### src/sv/fpa_pkg.sv
package fpa_pkg;

    localparam int unsigned NumPartitions = 7;
    localparam int unsigned QueueDepth    = 8;

    localparam int unsigned ActionW = 2;
    localparam int unsigned IdW     = 8;
    localparam int unsigned SizeW   = 16;
    localparam int unsigned StatusW = 3;
    localparam int unsigned IndexW  = 3;
    localparam int unsigned CfgIdxW = 3;
    localparam int unsigned CfgDataW = 16;
    localparam int unsigned WaitW   = IdW + SizeW;

    localparam logic [ActionW-1:0] ACT_FIRST = 2'd0;
    localparam logic [ActionW-1:0] ACT_BEST  = 2'd1;
    localparam logic [ActionW-1:0] ACT_FREE  = 2'd2;

    localparam logic [StatusW-1:0] ST_ALLOCATED = 3'd0;
    localparam logic [StatusW-1:0] ST_QUEUED    = 3'd1;
    localparam logic [StatusW-1:0] ST_FREED     = 3'd2;
    localparam logic [StatusW-1:0] ST_NOT_FOUND = 3'd3;
    localparam logic [StatusW-1:0] ST_REJECTED  = 3'd4;

    localparam logic [CfgIdxW-1:0] REG_IN_USE = 3'd0;

    typedef struct packed {
        logic [ActionW-1:0] action;
        logic [IdW-1:0]     proc_id;
        logic [SizeW-1:0]   process_size;
    } t_req;

    typedef struct packed {
        logic [StatusW-1:0] status;
        logic [IdW-1:0]     owner_id;
        logic [IndexW-1:0]  partition_index;
        logic               last;
    } t_rsp;

endpackage

### src/sv/fpa_req_if.sv
interface fpa_req_if;
    logic          valid;
    logic          ready;
    fpa_pkg::t_req payload;
    modport source (output valid, output payload, input ready);
    modport sink   (input valid, input payload, output ready);
endinterface

### src/sv/fpa_rsp_if.sv
interface fpa_rsp_if;
    logic          valid;
    logic          ready;
    fpa_pkg::t_rsp payload;
    modport source (output valid, output payload, input ready);
    modport sink   (input valid, input payload, output ready);
endinterface

### src/sv/fixed_partition_allocator_core.sv
// Steps: allocate, S_DECIDE and then the result in S_OUT1; free, S_DECIDE, then S_READ and
// S_CHECK per waiting entry scanned, S_SHIFT per entry shifted down, then S_OUT1 and S_OUT2 for
// a second result when placed. Flow: one request at a time, the next taken in S_IDLE after the
// last result transfer; the wait queue RAM's single read port sets the scan rate; removal shifts
// one entry per cycle.
// Reset (i_rst_n synchronous, active low): partitions free, queue empty, config at defaults.
module fixed_partition_allocator_core #(
    parameter int unsigned NumPartitions = fpa_pkg::NumPartitions,
    parameter int unsigned QueueDepth    = fpa_pkg::QueueDepth
) (
    input  logic                         i_clk,
    input  logic                         i_rst_n,
    fpa_req_if.sink                      req,
    fpa_rsp_if.source                    rsp,
    input  logic                         i_cfg_we,
    input  logic [fpa_pkg::CfgIdxW-1:0]  i_cfg_index,
    input  logic [fpa_pkg::CfgDataW-1:0] i_cfg_data
);
    localparam int unsigned QAW = (QueueDepth > 1) ? $clog2(QueueDepth) : 1;
    localparam int unsigned QCW = $clog2(QueueDepth + 1);
    localparam int unsigned PW  = fpa_pkg::IndexW;

    typedef enum logic [6:0] {
        S_IDLE  = 7'b0000001,
        S_DECIDE = 7'b0000010,
        S_READ  = 7'b0000100,
        S_CHECK = 7'b0001000,
        S_SHIFT = 7'b0010000,
        S_OUT1  = 7'b0100000,
        S_OUT2  = 7'b1000000
    } t_state;

    t_state r_state, n_state;

    logic [2:0]                   r_in_use;
    logic [fpa_pkg::SizeW-1:0]    r_psize [NumPartitions];
    logic [NumPartitions-1:0]     r_busy;
    logic [fpa_pkg::IdW-1:0]      r_owner [NumPartitions];
    logic [QCW-1:0]               r_wcount;

    fpa_pkg::t_req                r_req;
    fpa_pkg::t_rsp                r_rsp0, r_rsp1;
    logic                         r_two;
    logic [QAW-1:0]               r_ptr;

    // active mask
    logic [NumPartitions-1:0] act;
    always_comb begin
        for (int i = 0; i < NumPartitions; i++) begin
            act[i] = (i < int'(r_in_use));
        end
    end

    // first fit and best fit on a given size
    function automatic logic [NumPartitions:0] fit_first(
        input logic [fpa_pkg::SizeW-1:0] need,
        input logic [NumPartitions-1:0] busy, input logic [NumPartitions-1:0] a,
        input logic [fpa_pkg::SizeW-1:0] sz [NumPartitions]);
        logic [NumPartitions:0] res;
        res = '0;
        for (int i = NumPartitions - 1; i >= 0; i--) begin
            if (a[i] && !busy[i] && sz[i] >= need) begin
                res = {1'b1, NumPartitions'(0)} | (NumPartitions+1)'(i);
            end
        end
        return res;
    endfunction

    logic [NumPartitions:0] ff_req, ff_wait;
    logic                   bf_ok;
    logic [PW-1:0]          bf_idx;
    logic [fpa_pkg::SizeW-1:0] bf_sz;
    logic [fpa_pkg::WaitW-1:0] w_rdata;
    logic [fpa_pkg::SizeW-1:0] w_size;
    logic [fpa_pkg::IdW-1:0]   w_id;
    assign w_id   = w_rdata[fpa_pkg::WaitW-1:fpa_pkg::SizeW];
    assign w_size = w_rdata[fpa_pkg::SizeW-1:0];

    assign ff_req  = fit_first(r_req.process_size, r_busy, act, r_psize);
    assign ff_wait = fit_first(w_size, r_busy, act, r_psize);

    always_comb begin
        bf_ok  = 1'b0;
        bf_idx = '0;
        bf_sz  = '0;
        for (int i = 0; i < NumPartitions; i++) begin
            if (act[i] && !r_busy[i] && r_psize[i] >= r_req.process_size
                && (!bf_ok || r_psize[i] < bf_sz)) begin
                bf_ok  = 1'b1;
                bf_idx = PW'(i);
                bf_sz  = r_psize[i];
            end
        end
    end

    logic               fr_ok;
    logic [PW-1:0]      fr_idx;
    always_comb begin
        fr_ok  = 1'b0;
        fr_idx = '0;
        for (int i = NumPartitions - 1; i >= 0; i--) begin
            if (act[i] && r_busy[i] && r_owner[i] == r_req.proc_id) begin
                fr_ok  = 1'b1;
                fr_idx = PW'(i);
            end
        end
    end

    // queue RAM
    logic                       q_we;
    logic [QAW-1:0]             q_waddr, q_raddr;
    logic [fpa_pkg::WaitW-1:0]  q_wdata;

    fpa_ram #(.Width(fpa_pkg::WaitW), .Depth(QueueDepth)) u_queue (
        .i_clk  (i_clk),
        .i_we   (q_we),
        .i_waddr(q_waddr),
        .i_wdata(q_wdata),
        .i_raddr(q_raddr),
        .o_rdata(w_rdata)
    );

    logic req_fire, rsp_fire;
    assign req.ready = (r_state == S_IDLE);
    assign req_fire  = req.valid && req.ready;
    assign rsp_fire  = rsp.valid && rsp.ready;
    assign rsp.valid = (r_state == S_OUT1) || (r_state == S_OUT2);
    assign rsp.payload = (r_state == S_OUT2) ? r_rsp1 : r_rsp0;

    logic [QAW-1:0] tail;
    assign tail = QAW'(r_wcount);
    logic [QAW:0] ptr_next;
    assign ptr_next = {1'b0, r_ptr} + 1'b1;

    always_comb begin
        n_state = r_state;
        q_we    = 1'b0;
        q_waddr = r_ptr;
        q_wdata = w_rdata;
        q_raddr = r_ptr;
        case (r_state)
            S_IDLE:   if (req_fire) n_state = S_DECIDE;
            S_DECIDE: begin
                if (r_req.action == fpa_pkg::ACT_FREE) begin
                    n_state = (fr_ok && r_wcount != '0) ? S_READ : S_OUT1;
                end else if (r_req.action == fpa_pkg::ACT_FIRST
                             || r_req.action == fpa_pkg::ACT_BEST) begin
                    n_state = S_OUT1;
                    if (!(r_req.action == fpa_pkg::ACT_FIRST ? ff_req[NumPartitions] : bf_ok)
                        && r_wcount < QCW'(QueueDepth)) begin
                        q_we    = 1'b1;
                        q_waddr = tail;
                        q_wdata = {r_req.proc_id, r_req.process_size};
                    end
                end else begin
                    n_state = S_IDLE;
                end
                q_raddr = '0;
            end
            S_READ:   n_state = S_CHECK;
            S_CHECK: begin
                if (ff_wait[NumPartitions]) begin
                    n_state = S_SHIFT;
                    q_raddr = QAW'(ptr_next);
                end else if (ptr_next >= (QAW+1)'(r_wcount)) begin
                    n_state = S_OUT1;
                end else begin
                    n_state = S_READ;
                    q_raddr = QAW'(ptr_next);
                end
            end
            S_SHIFT: begin
                // read data of ptr+1 arrives now; move it down one slot
                if (ptr_next >= (QAW+1)'(r_wcount)) begin
                    n_state = S_OUT1;
                end else begin
                    q_we    = 1'b1;
                    q_waddr = r_ptr;
                    q_wdata = w_rdata;
                    q_raddr = QAW'(ptr_next + 1'b1);
                end
            end
            S_OUT1: if (rsp_fire) n_state = r_two ? S_OUT2 : S_IDLE;
            S_OUT2: if (rsp_fire) n_state = S_IDLE;
            default: n_state = S_IDLE;
        endcase
    end

    always_ff @(posedge i_clk) begin
        if (!i_rst_n) begin
            r_state    <= S_IDLE;
            r_in_use   <= 3'd7;
            r_busy     <= '0;
            r_wcount   <= '0;
            r_two      <= 1'b0;
            r_ptr      <= '0;
            for (int i = 0; i < NumPartitions; i++) begin
                r_psize[i] <= '0;
                r_owner[i] <= '0;
            end
        end else begin
            r_state <= n_state;
            if (i_cfg_we) begin
                if (i_cfg_index == fpa_pkg::REG_IN_USE) begin
                    r_in_use <= (i_cfg_data[2:0] > 3'(NumPartitions))
                              ? 3'(NumPartitions) : i_cfg_data[2:0];
                end else if (int'(i_cfg_index) <= NumPartitions) begin
                    r_psize[i_cfg_index - 3'd1] <= i_cfg_data;
                end
            end
            case (r_state)
                S_IDLE: if (req_fire) r_req <= req.payload;
                S_DECIDE: begin
                    r_two <= 1'b0;
                    r_ptr <= '0;
                    r_rsp0.owner_id <= r_req.proc_id;
                    r_rsp0.last     <= 1'b1;
                    r_rsp0.partition_index <= '0;
                    if (r_req.action == fpa_pkg::ACT_FREE) begin
                        if (fr_ok) begin
                            r_busy[fr_idx]  <= 1'b0;
                            r_owner[fr_idx] <= '0;
                            r_rsp0.status <= fpa_pkg::ST_FREED;
                            r_rsp0.partition_index <= fr_idx;
                        end else begin
                            r_rsp0.status <= fpa_pkg::ST_NOT_FOUND;
                        end
                    end else if (r_req.action == fpa_pkg::ACT_FIRST
                                 || r_req.action == fpa_pkg::ACT_BEST) begin
                        if (r_req.action == fpa_pkg::ACT_FIRST ? ff_req[NumPartitions] : bf_ok)
                        begin
                            r_rsp0.status <= fpa_pkg::ST_ALLOCATED;
                            r_rsp0.partition_index <= (r_req.action == fpa_pkg::ACT_FIRST)
                                ? PW'(ff_req[NumPartitions-1:0]) : bf_idx;
                            r_busy[(r_req.action == fpa_pkg::ACT_FIRST)
                                ? PW'(ff_req[NumPartitions-1:0]) : bf_idx] <= 1'b1;
                            r_owner[(r_req.action == fpa_pkg::ACT_FIRST)
                                ? PW'(ff_req[NumPartitions-1:0]) : bf_idx] <= r_req.proc_id;
                        end else if (r_wcount < QCW'(QueueDepth)) begin
                            r_rsp0.status <= fpa_pkg::ST_QUEUED;
                            r_wcount <= r_wcount + 1'b1;
                        end else begin
                            r_rsp0.status <= fpa_pkg::ST_REJECTED;
                        end
                    end
                end
                S_CHECK: begin
                    if (ff_wait[NumPartitions]) begin
                        r_busy[PW'(ff_wait[NumPartitions-1:0])]  <= 1'b1;
                        r_owner[PW'(ff_wait[NumPartitions-1:0])] <= w_id;
                        r_two <= 1'b1;
                        r_rsp0.last <= 1'b0;
                        r_rsp1.status <= fpa_pkg::ST_ALLOCATED;
                        r_rsp1.owner_id <= w_id;
                        r_rsp1.partition_index <= PW'(ff_wait[NumPartitions-1:0]);
                        r_rsp1.last <= 1'b1;
                    end else begin
                        r_ptr <= QAW'(ptr_next);
                    end
                end
                S_SHIFT: begin
                    // the queue shrinks once, when the shift reaches the tail
                    if (ptr_next >= (QAW+1)'(r_wcount)) begin
                        r_wcount <= r_wcount - 1'b1;
                    end else begin
                        r_ptr <= QAW'(ptr_next);
                    end
                end
                default: ;
            endcase
        end
    end

    assert property (@(posedge i_clk) disable iff (!i_rst_n)
        r_wcount <= QCW'(QueueDepth)) else $error("queue count overflow");
    assert property (@(posedge i_clk) disable iff (!i_rst_n)
        (r_state == S_OUT2) |-> r_two) else $error("second result without pair");
    assert property (@(posedge i_clk) disable iff (!i_rst_n)
        (r_state == S_CHECK) |-> (r_wcount != '0)) else $error("scan of empty queue");
    assert property (@(posedge i_clk) disable iff (!i_rst_n)
        rsp.valid |-> !req.ready) else $error("request taken during result");
endmodule

### src/sv/fpa_ram.sv
module fpa_ram #(
    parameter int unsigned Width = 24,
    parameter int unsigned Depth = 8
) (
    input  logic                     i_clk,
    input  logic                     i_we,
    input  logic [$clog2(Depth)-1:0] i_waddr,
    input  logic [Width-1:0]         i_wdata,
    input  logic [$clog2(Depth)-1:0] i_raddr,
    output logic [Width-1:0]         o_rdata
);
    logic [Width-1:0] r_mem [Depth];
    logic [Width-1:0] r_rdata;

    always_ff @(posedge i_clk) begin
        if (i_we) begin
            r_mem[i_waddr] <= i_wdata;
        end
        r_rdata <= r_mem[i_raddr];
    end

    assign o_rdata = r_rdata;
endmodule

### src/flat_wrapper.sv
// flat-port wrapper written by rule: the top's interface ports become plain ports
module fixed_partition_allocator_core_flat 
#(
    parameter int unsigned NumPartitions = fpa_pkg::NumPartitions,
    parameter int unsigned QueueDepth    = fpa_pkg::QueueDepth
)
  (i_clk, i_rst_n, i_cfg_we, i_cfg_index, i_cfg_data, req_valid, req_payload, req_ready, rsp_valid, rsp_payload, rsp_ready);
  fpa_req_if req_i ();
  fpa_rsp_if rsp_i ();
  input  logic i_clk;
  input  logic i_rst_n;
  input  logic i_cfg_we;
  input  logic [fpa_pkg::CfgIdxW-1:0] i_cfg_index;
  input  logic [fpa_pkg::CfgDataW-1:0] i_cfg_data;
  input wire logic [$bits(req_i.valid)-1:0] req_valid;
  input wire logic [$bits(req_i.payload)-1:0] req_payload;
  output wire logic [$bits(req_i.ready)-1:0] req_ready;
  output wire logic [$bits(rsp_i.valid)-1:0] rsp_valid;
  output wire logic [$bits(rsp_i.payload)-1:0] rsp_payload;
  input wire logic [$bits(rsp_i.ready)-1:0] rsp_ready;
  assign req_i.valid = req_valid;
  assign req_i.payload = req_payload;
  assign req_ready = req_i.ready;
  assign rsp_valid = rsp_i.valid;
  assign rsp_payload = rsp_i.payload;
  assign rsp_i.ready = rsp_ready;
  fixed_partition_allocator_core #(.NumPartitions(NumPartitions), .QueueDepth(QueueDepth)) u_core (.i_clk(i_clk), .i_rst_n(i_rst_n), .req(req_i), .rsp(rsp_i), .i_cfg_we(i_cfg_we), .i_cfg_index(i_cfg_index), .i_cfg_data(i_cfg_data));
endmodule
### config.mk
export PLATFORM = sky130hd
export DESIGN_NAME = fixed_partition_allocator_core_flat
export DESIGN_NICKNAME = d
export VERILOG_FILES = /design/src/sv/fpa_pkg.sv /design/src/sv/fpa_req_if.sv /design/src/sv/fpa_rsp_if.sv /design/src/sv/fixed_partition_allocator_core.sv /design/src/sv/fpa_ram.sv /design/src/flat_wrapper.sv
export SDC_FILE = /design/constraint.sdc
export NUM_CORES = 1
export LEC_CHECK = 0
export BUFFER_PORTS_ARGS = -buffer_cell sky130_fd_sc_hd__clkbuf_2
export CORE_MARGIN = 3
export CORE_UTILIZATION = 50
export CTS_BUF_LIST = sky130_fd_sc_hd__clkbuf_8
export DETAILED_ROUTE_END_ITERATION = 6
export PLACE_DENSITY_LB_ADDON = 0.12
export RECOVER_POWER = 100
export SYNTH_ARGS = -nofsm -noshare
export SYNTH_HDL_FRONTEND = slang
export SYNTH_SLANG_ARGS = --single-unit
### constraint.sdc
create_clock -name i_clk -period 44 [get_ports i_clk]
set_clock_uncertainty 0.05 [all_clocks]
set_input_delay 2.2 -clock i_clk [delete_from_list [all_inputs] [get_ports i_clk]]
set_output_delay 2.2 -clock i_clk [all_outputs]
set_load 0.02 [all_outputs]
Word level (Yosys, flattened, before mapping)
Memories as Yosys holds them, arrays and structs flattened. A register that Yosys moved wholly into a read port is not among the register bits.
Index checks and enable logic that the tools add are counted.
Word-level totals
  bits in registers: 189
  RAM bits: 248
  input bits: 50
  output and inout bits: 17
  logic and storage cells: 337
  memories kept: 2
Operators by class
  add/subtract/negate cells: 5
  $lt $le $gt $ge: 38
  eq/ne operators: 29
  multiplexer cells: 142
  bitwise logic cells: 6
  reductions and logical operators: 93
Memory list
  u_core.u_queue.r_mem: words 8, width 24, read ports 1, clocked after memory_dff 1, write ports 1, line fpa_ram.sv:12  | logic [Width-1:0] r_mem [Depth];
  u_core.r_owner: words 7, width 8, read ports 7, clocked after memory_dff 0, write ports 7, line fixed_partition_allocator_core.sv:38  | logic [fpa_pkg::IdW-1:0] r_owner [NumPartitions];
Operators by type and width (number)
  >= comparator 16 bit: 14
  2-to-1 mux 8 bit: 17
  bitwise mux 112 bit: 1
  2-to-1 mux 16 bit: 7
  < comparator 16 bit: 6
  2-to-1 mux 24 bit: 4
  2-to-1 mux 3 bit: 31
  2-to-1 mux 7 bit: 12
  == test 8 bit: 7
  logical AND 1 bit: 49
  case mux 7 bit (7 select lines): 1
  demux 16 bit (select 3 bit): 1
  2-to-1 mux 1 bit: 47
  OR reduction 8 bit: 3
  2-to-1 mux 4 bit: 5
  2-to-1 mux 6 bit: 3
  case mux 3 bit (3 select lines): 2
  2-to-1 mux 15 bit: 1
  logical NOT 1 bit: 14
  bitwise OR 7 bit: 2
  case mux 7 bit (2 select lines): 1
  < comparator 3 x 4 -> 1 bit, second input constant: 3
  inequality test 2 x 1 -> 1 bit, second input constant: 6
  AND reduction 3 bit: 4
  other kinds (44): 72

Longest topological paths before layout
  depth in word-level cells: 38
  gate-level depth with buffers: 81
  mapped depth without buffers: 71

Modules after synthesis
A second synthesis with hierarchy kept.
Unflattened totals
  cells, all modules: 2464
  area, all modules: 27819.2 sq um
Modules (own cells, without submodules)
  fixed_partition_allocator_core: instances 1, cells each 2150, area each 20021.7 sq um, seq. area each 5905.7 sq um
  fpa_ram: instances 1, cells each 314, area each 7797.5 sq um, seq. area each 6246.0 sq um

Worst setup path after synthesis
OpenSTA, ideal clock, no wires.
  path kind: reg-to-reg
  start point: register u_core.r_req[13] (netlist name)
  end point: memory u_core.r_owner[5][0] (netlist name) (enable)
  library setup time: 0.395 ns
  data arrival time: 15.501 ns
  setup slack: 28.055 ns
  stages on the path, launching flop included: 79
  path buffers: 10
  clock period less this slack: 15.945 ns
  cells stage by stage: edfxtp_1 > inv_1 > ha_1 > and4_1 > nand3_1 > o32ai_1 > o21a_2 > clkbuf_1 > buf_1 > nand2_1 > ha_1 > a2111oi_0 > o21ai_1 > a221oi_1 > o21a_1 > o21ai_0 > clkbuf_1 > nor2_1 > [43 not listed] > clkbuf_1 > nor2_1 > a21oi_1 > ha_1 > a21o_1 > a21o_1 > a21oi_1 > nor2_1 > a2111oi_0 > o21ai_0 > o21ai_0 > a21oi_1 > nor4bb_1 > a31o_1 > buf_4 > o41ai_2 > clkbuf_1 > nor4_1
RTL lines
  from (decl): line fixed_partition_allocator_core.sv:41  | fpa_pkg::t_req r_req;
  from (signal assigned): line fixed_partition_allocator_core.sv:212  | S_IDLE: if (req_fire) r_req <= req.payload;
  to (decl): line fixed_partition_allocator_core.sv:38

==> flow_summary.json <==
{
  "cts_tree": "done",
  "antenna_found_initial": 1,
  "r2r_end": "u_core.r_owner[1][4]",
  "cts_resized": 0,
  "grt_util_met3_pct": 4.16,
  "slew_headroom_pct": -128,
  "ir_drop_uv": 36.5,
  "min_period_ps": 25670,
  "status": "finished with violations",
  "powerDensity_nw_per_um2": 31.3,
  "multi_input_area_um2": 14200,
  "diodes": 0,
  "crit_required_ps": 44200,
  "use_met1_pct": 42.6,
  "cts_hold_buffers": 0,
  "avgSynthCellArea_um2": 10.7,
  "syn_area_um2": 27300,
  "timing.setup.tns_ps": 0,
  "root_buffer": "clkbuf_8",
  "die_w_um": 239,
  "grt_max_degree": 75,
  "rsz0062_at_grt": "no",
  "cts_buffers": 80,
  "fin_crit_sh_pct": 58.3,
  "synth_seq_area_share_pct": 44.6,
  "yosys_warnings": 0,
  "start_util_pct": 51.2,
  "crit_slowest_cell": "o21ai_0",
  "grt_pass1_vias": 20100,
  "met2_usage_pct": 44.3,
  "wl_per_cell_um": 24.7,
  "cts_setup_buffers": 0,
  "cp.arrival_ps": 25870,
  "crit_path_max_fanout": 36,
  "ys.flop_type": "edfxtp_1",
  "cp-end-kind": "register",
  "core_um2": 53300,
  "synth_nets": 2919,
  "fillers": 4687,
  "worstSetupPathType": "reg -> reg",
  "layout_common_cells": "ha_1 (324), edfxtp_1 (292), nand2_1 (266), nor2_1 (229), dfxtp_1 (169)",
  "ff2ff_setup_slack_ps": 18330,
  "max_stage_delay_ps": 2330,
  "grt_pass1_wl_um": 124000,
  "syn_to_final_growth_pct": 8.58,
  "ys_types": 97,
  "dr.pass1.iters": 6,
  "slew_violations": 592,
  "vias": 20800,
  "dr.first_iter.drc_count": 1883,
  "setup_viol_count_final": 0,
  "io_buffers": 66,
  "tightest_slew_ps": 3420,
  "timing.final.hold_violations": 0,
  "gp_congestion": 0.953,
  "final_cells": 3376,
  "drive_gt1_share_pct": 9.71,
  "synth_edf_count": 292,
  "cts.sinks": 461,
  "synthArstFlopShare_pct": 0,
  "place_inst": 3231,
  "h-tree-depth": 3,
  "layout_commonest_cell": "ha_1",
  "hold_start": "u_core.r_two",
  "clkLatencyLatePin_ps": 680,
  "pin_count": 67,
  "synth-seq-cells": 461,
  "grt.total_usage_pct": 29.1,
  "synthCells": 2544,
  "violations": "max-capacitance violations, max-slew violations",
  "ff_latch_area_um2": 12200,
  "postRouteAntennaNets": 0,
  "dp_hpwl_um": 61300,
  "layout.nets": 3000,
  "path_common_cell": "o21ai_0",
  "power_leakage_nw": 12.5,
  "rows": 84,
  "r2r_cells": 69,
  "die_height_um": 239,
  "fp.dieArea_um2": 57400,
  "clkTransAtPathRegs_ps": 60,
  "max_freq_mhz": 39.0,
  "grt_busiest_layer": "met2",
  "startpoint_type": "register",
  "clockBufferDepth": 3,
  "grt_overflow_total": 0,
  "hold_path_class": "reg -> reg",
  "r2r-start": "u_core.r_req[9]",
  "viasPerCell": 6.16,
  "whs_endpoint": "u_core.r_two",
  "drc": 0,
  "totalWireLength_um": 83400,
  "max_cap_viol_count": 18,
  "hold_path_depth": 2
}
report_power, final:
group          total (W)  switching (W)  internal (W)
Combinational  0.0000793      0.0000515     0.0000278
Sequential      0.000476      0.0000106      0.000466
Clock           0.000372       0.000181      0.000191
Total           0.000928       0.000244      0.000684
routing by layer:
| layer | routed length, µm | vias to the layer above |
|---|---|---|
| met4 | 2810 | 0 |
| met3 | 5560 | 175 |
| met5 | 0 | - |
| li1 | - | 9659 |
| met2 | 36600 | 741 |
| met1 | 38400 | 10200 |
how the worst max path moves through the flow:
stage | start | end | cells after the start
global route | u_core.r_req[11] | u_core.r_owner[1][3] | 69
floorplan | u_core.r_req[13] | u_core.r_owner[5][0] | 78
CTS | u_core.r_req[15] | u_core.r_owner[4][6] | 70
finish | u_core.r_req[9] | u_core.r_owner[1][4] | 69
global placement | u_core.r_req[9] | u_core.r_owner[4][0] | 70
detailed placement | u_core.r_req[15] | u_core.r_owner[2][2] | 70
flip-flops by register name (all words and copies together) (netlist names), 3 cells and up:
name / cells
u_core.r_psize: 112
u_core.r_rsp1: 11
u_core.r_busy: 7
u_core.r_owner: 56
u_core.r_in_use: 3
u_core.r_state: 7
u_core.r_ptr: 3
u_core.u_queue.o_rdata: 24
u_core.r_wcount: 4
u_core.r_rsp0: 15
u_core.u_queue.r_mem: 192
u_core.r_req: 26
cell usage after synthesis, drive strengths merged (4+ instances only):
cell type	instances	share of area, %
or2	7	0.16
nand3	35	0.64
edfxtp	292	32
nand3b	4	0.11
mux4	48	4.0
a221o	4	0.15
nor2b	24	0.55
nand2b	23	0.53
dfxtp	169	12
nand2	267	3.7
o21a	20	0.56
a22oi	23	0.65
mux2	34	1.4
a21oi	160	2.9
o2111ai	4	0.17
nand4b	4	0.13
a221oi	6	0.22
a211o	11	0.39
and4	24	0.77
or4	4	0.12
buf	20	0.45
nor2	238	3.3
inv	124	1.7
and2	16	0.37
xor2	42	1.3
o22ai	7	0.16
mux2i	107	3.9
o41ai	4	0.21
a31o	4	0.13
nand4	28	0.64
ha	324	15
a31oi	30	0.80
o211ai	24	0.70
o21ai	109	2.0
xnor2	20	0.64
clkbuf	74	1.0
a21o	49	1.3
and3	11	0.25
o21bai	6	0.17
a211oi	18	0.50
nor3	29	0.53
o31ai	9	0.28
nor4	22	0.69
a2111oi	12	0.41
or3	10	0.25
metrics by stage:
step | total power [W] | worst slack, ps | area [µm²] | hold slack (ps) | util (%)
after floorplan | 0.000533 | 28050 | 27300 | 374 | -
after CTS | 0.000937 | 24150 | 29800 | 415 | 56.0
after global placement | 0.000562 | 24700 | 28300 | 406 | 53.2
after detailed placement | 0.000564 | 24250 | 28300 | 408 | 53.2
after global routing | 0.000965 | 16010 | 29600 | 445 | 55.5
final | 0.000928 | 18330 | 29600 | 417 | 55.5
critical path: cells and delay by family, from the launching register on:
kind	cells	cell delay [ps]
buffers and inverters	4	1290
adder cells (fa/ha/maj)	7	2100
AND/OR/NAND/NOR	19	4180
AO/OA/AOI/OAI	37	16300
flip-flops	1	360
multiplexers	2	890
layout make-up:
type                       instances  area share, %
clock buffer                      88           4.09
inverter                         126           1.60
clock inverter                    57          0.960
timing repair buffer              93           1.45
tap                              688           2.91
multi-input combinational       1863           47.9
sequential                       461           41.1
cells by family (layout without fill, tap and decap cells):
group,Yosys count,count (layout),share of synthesized area (%)
AND/OR/NAND/NOR,753,753,13.0
AO/OA/AOI/OAI,534,534,13.0
adder cells (fa/ha/maj),325,325,14.9
buffers and inverters,220,364,3.20
flip-flops,461,461,44.6
XOR/XNOR,62,62,1.99
multiplexers,189,189,9.30
No activity file was read; power rests on OpenSTA's default activity.
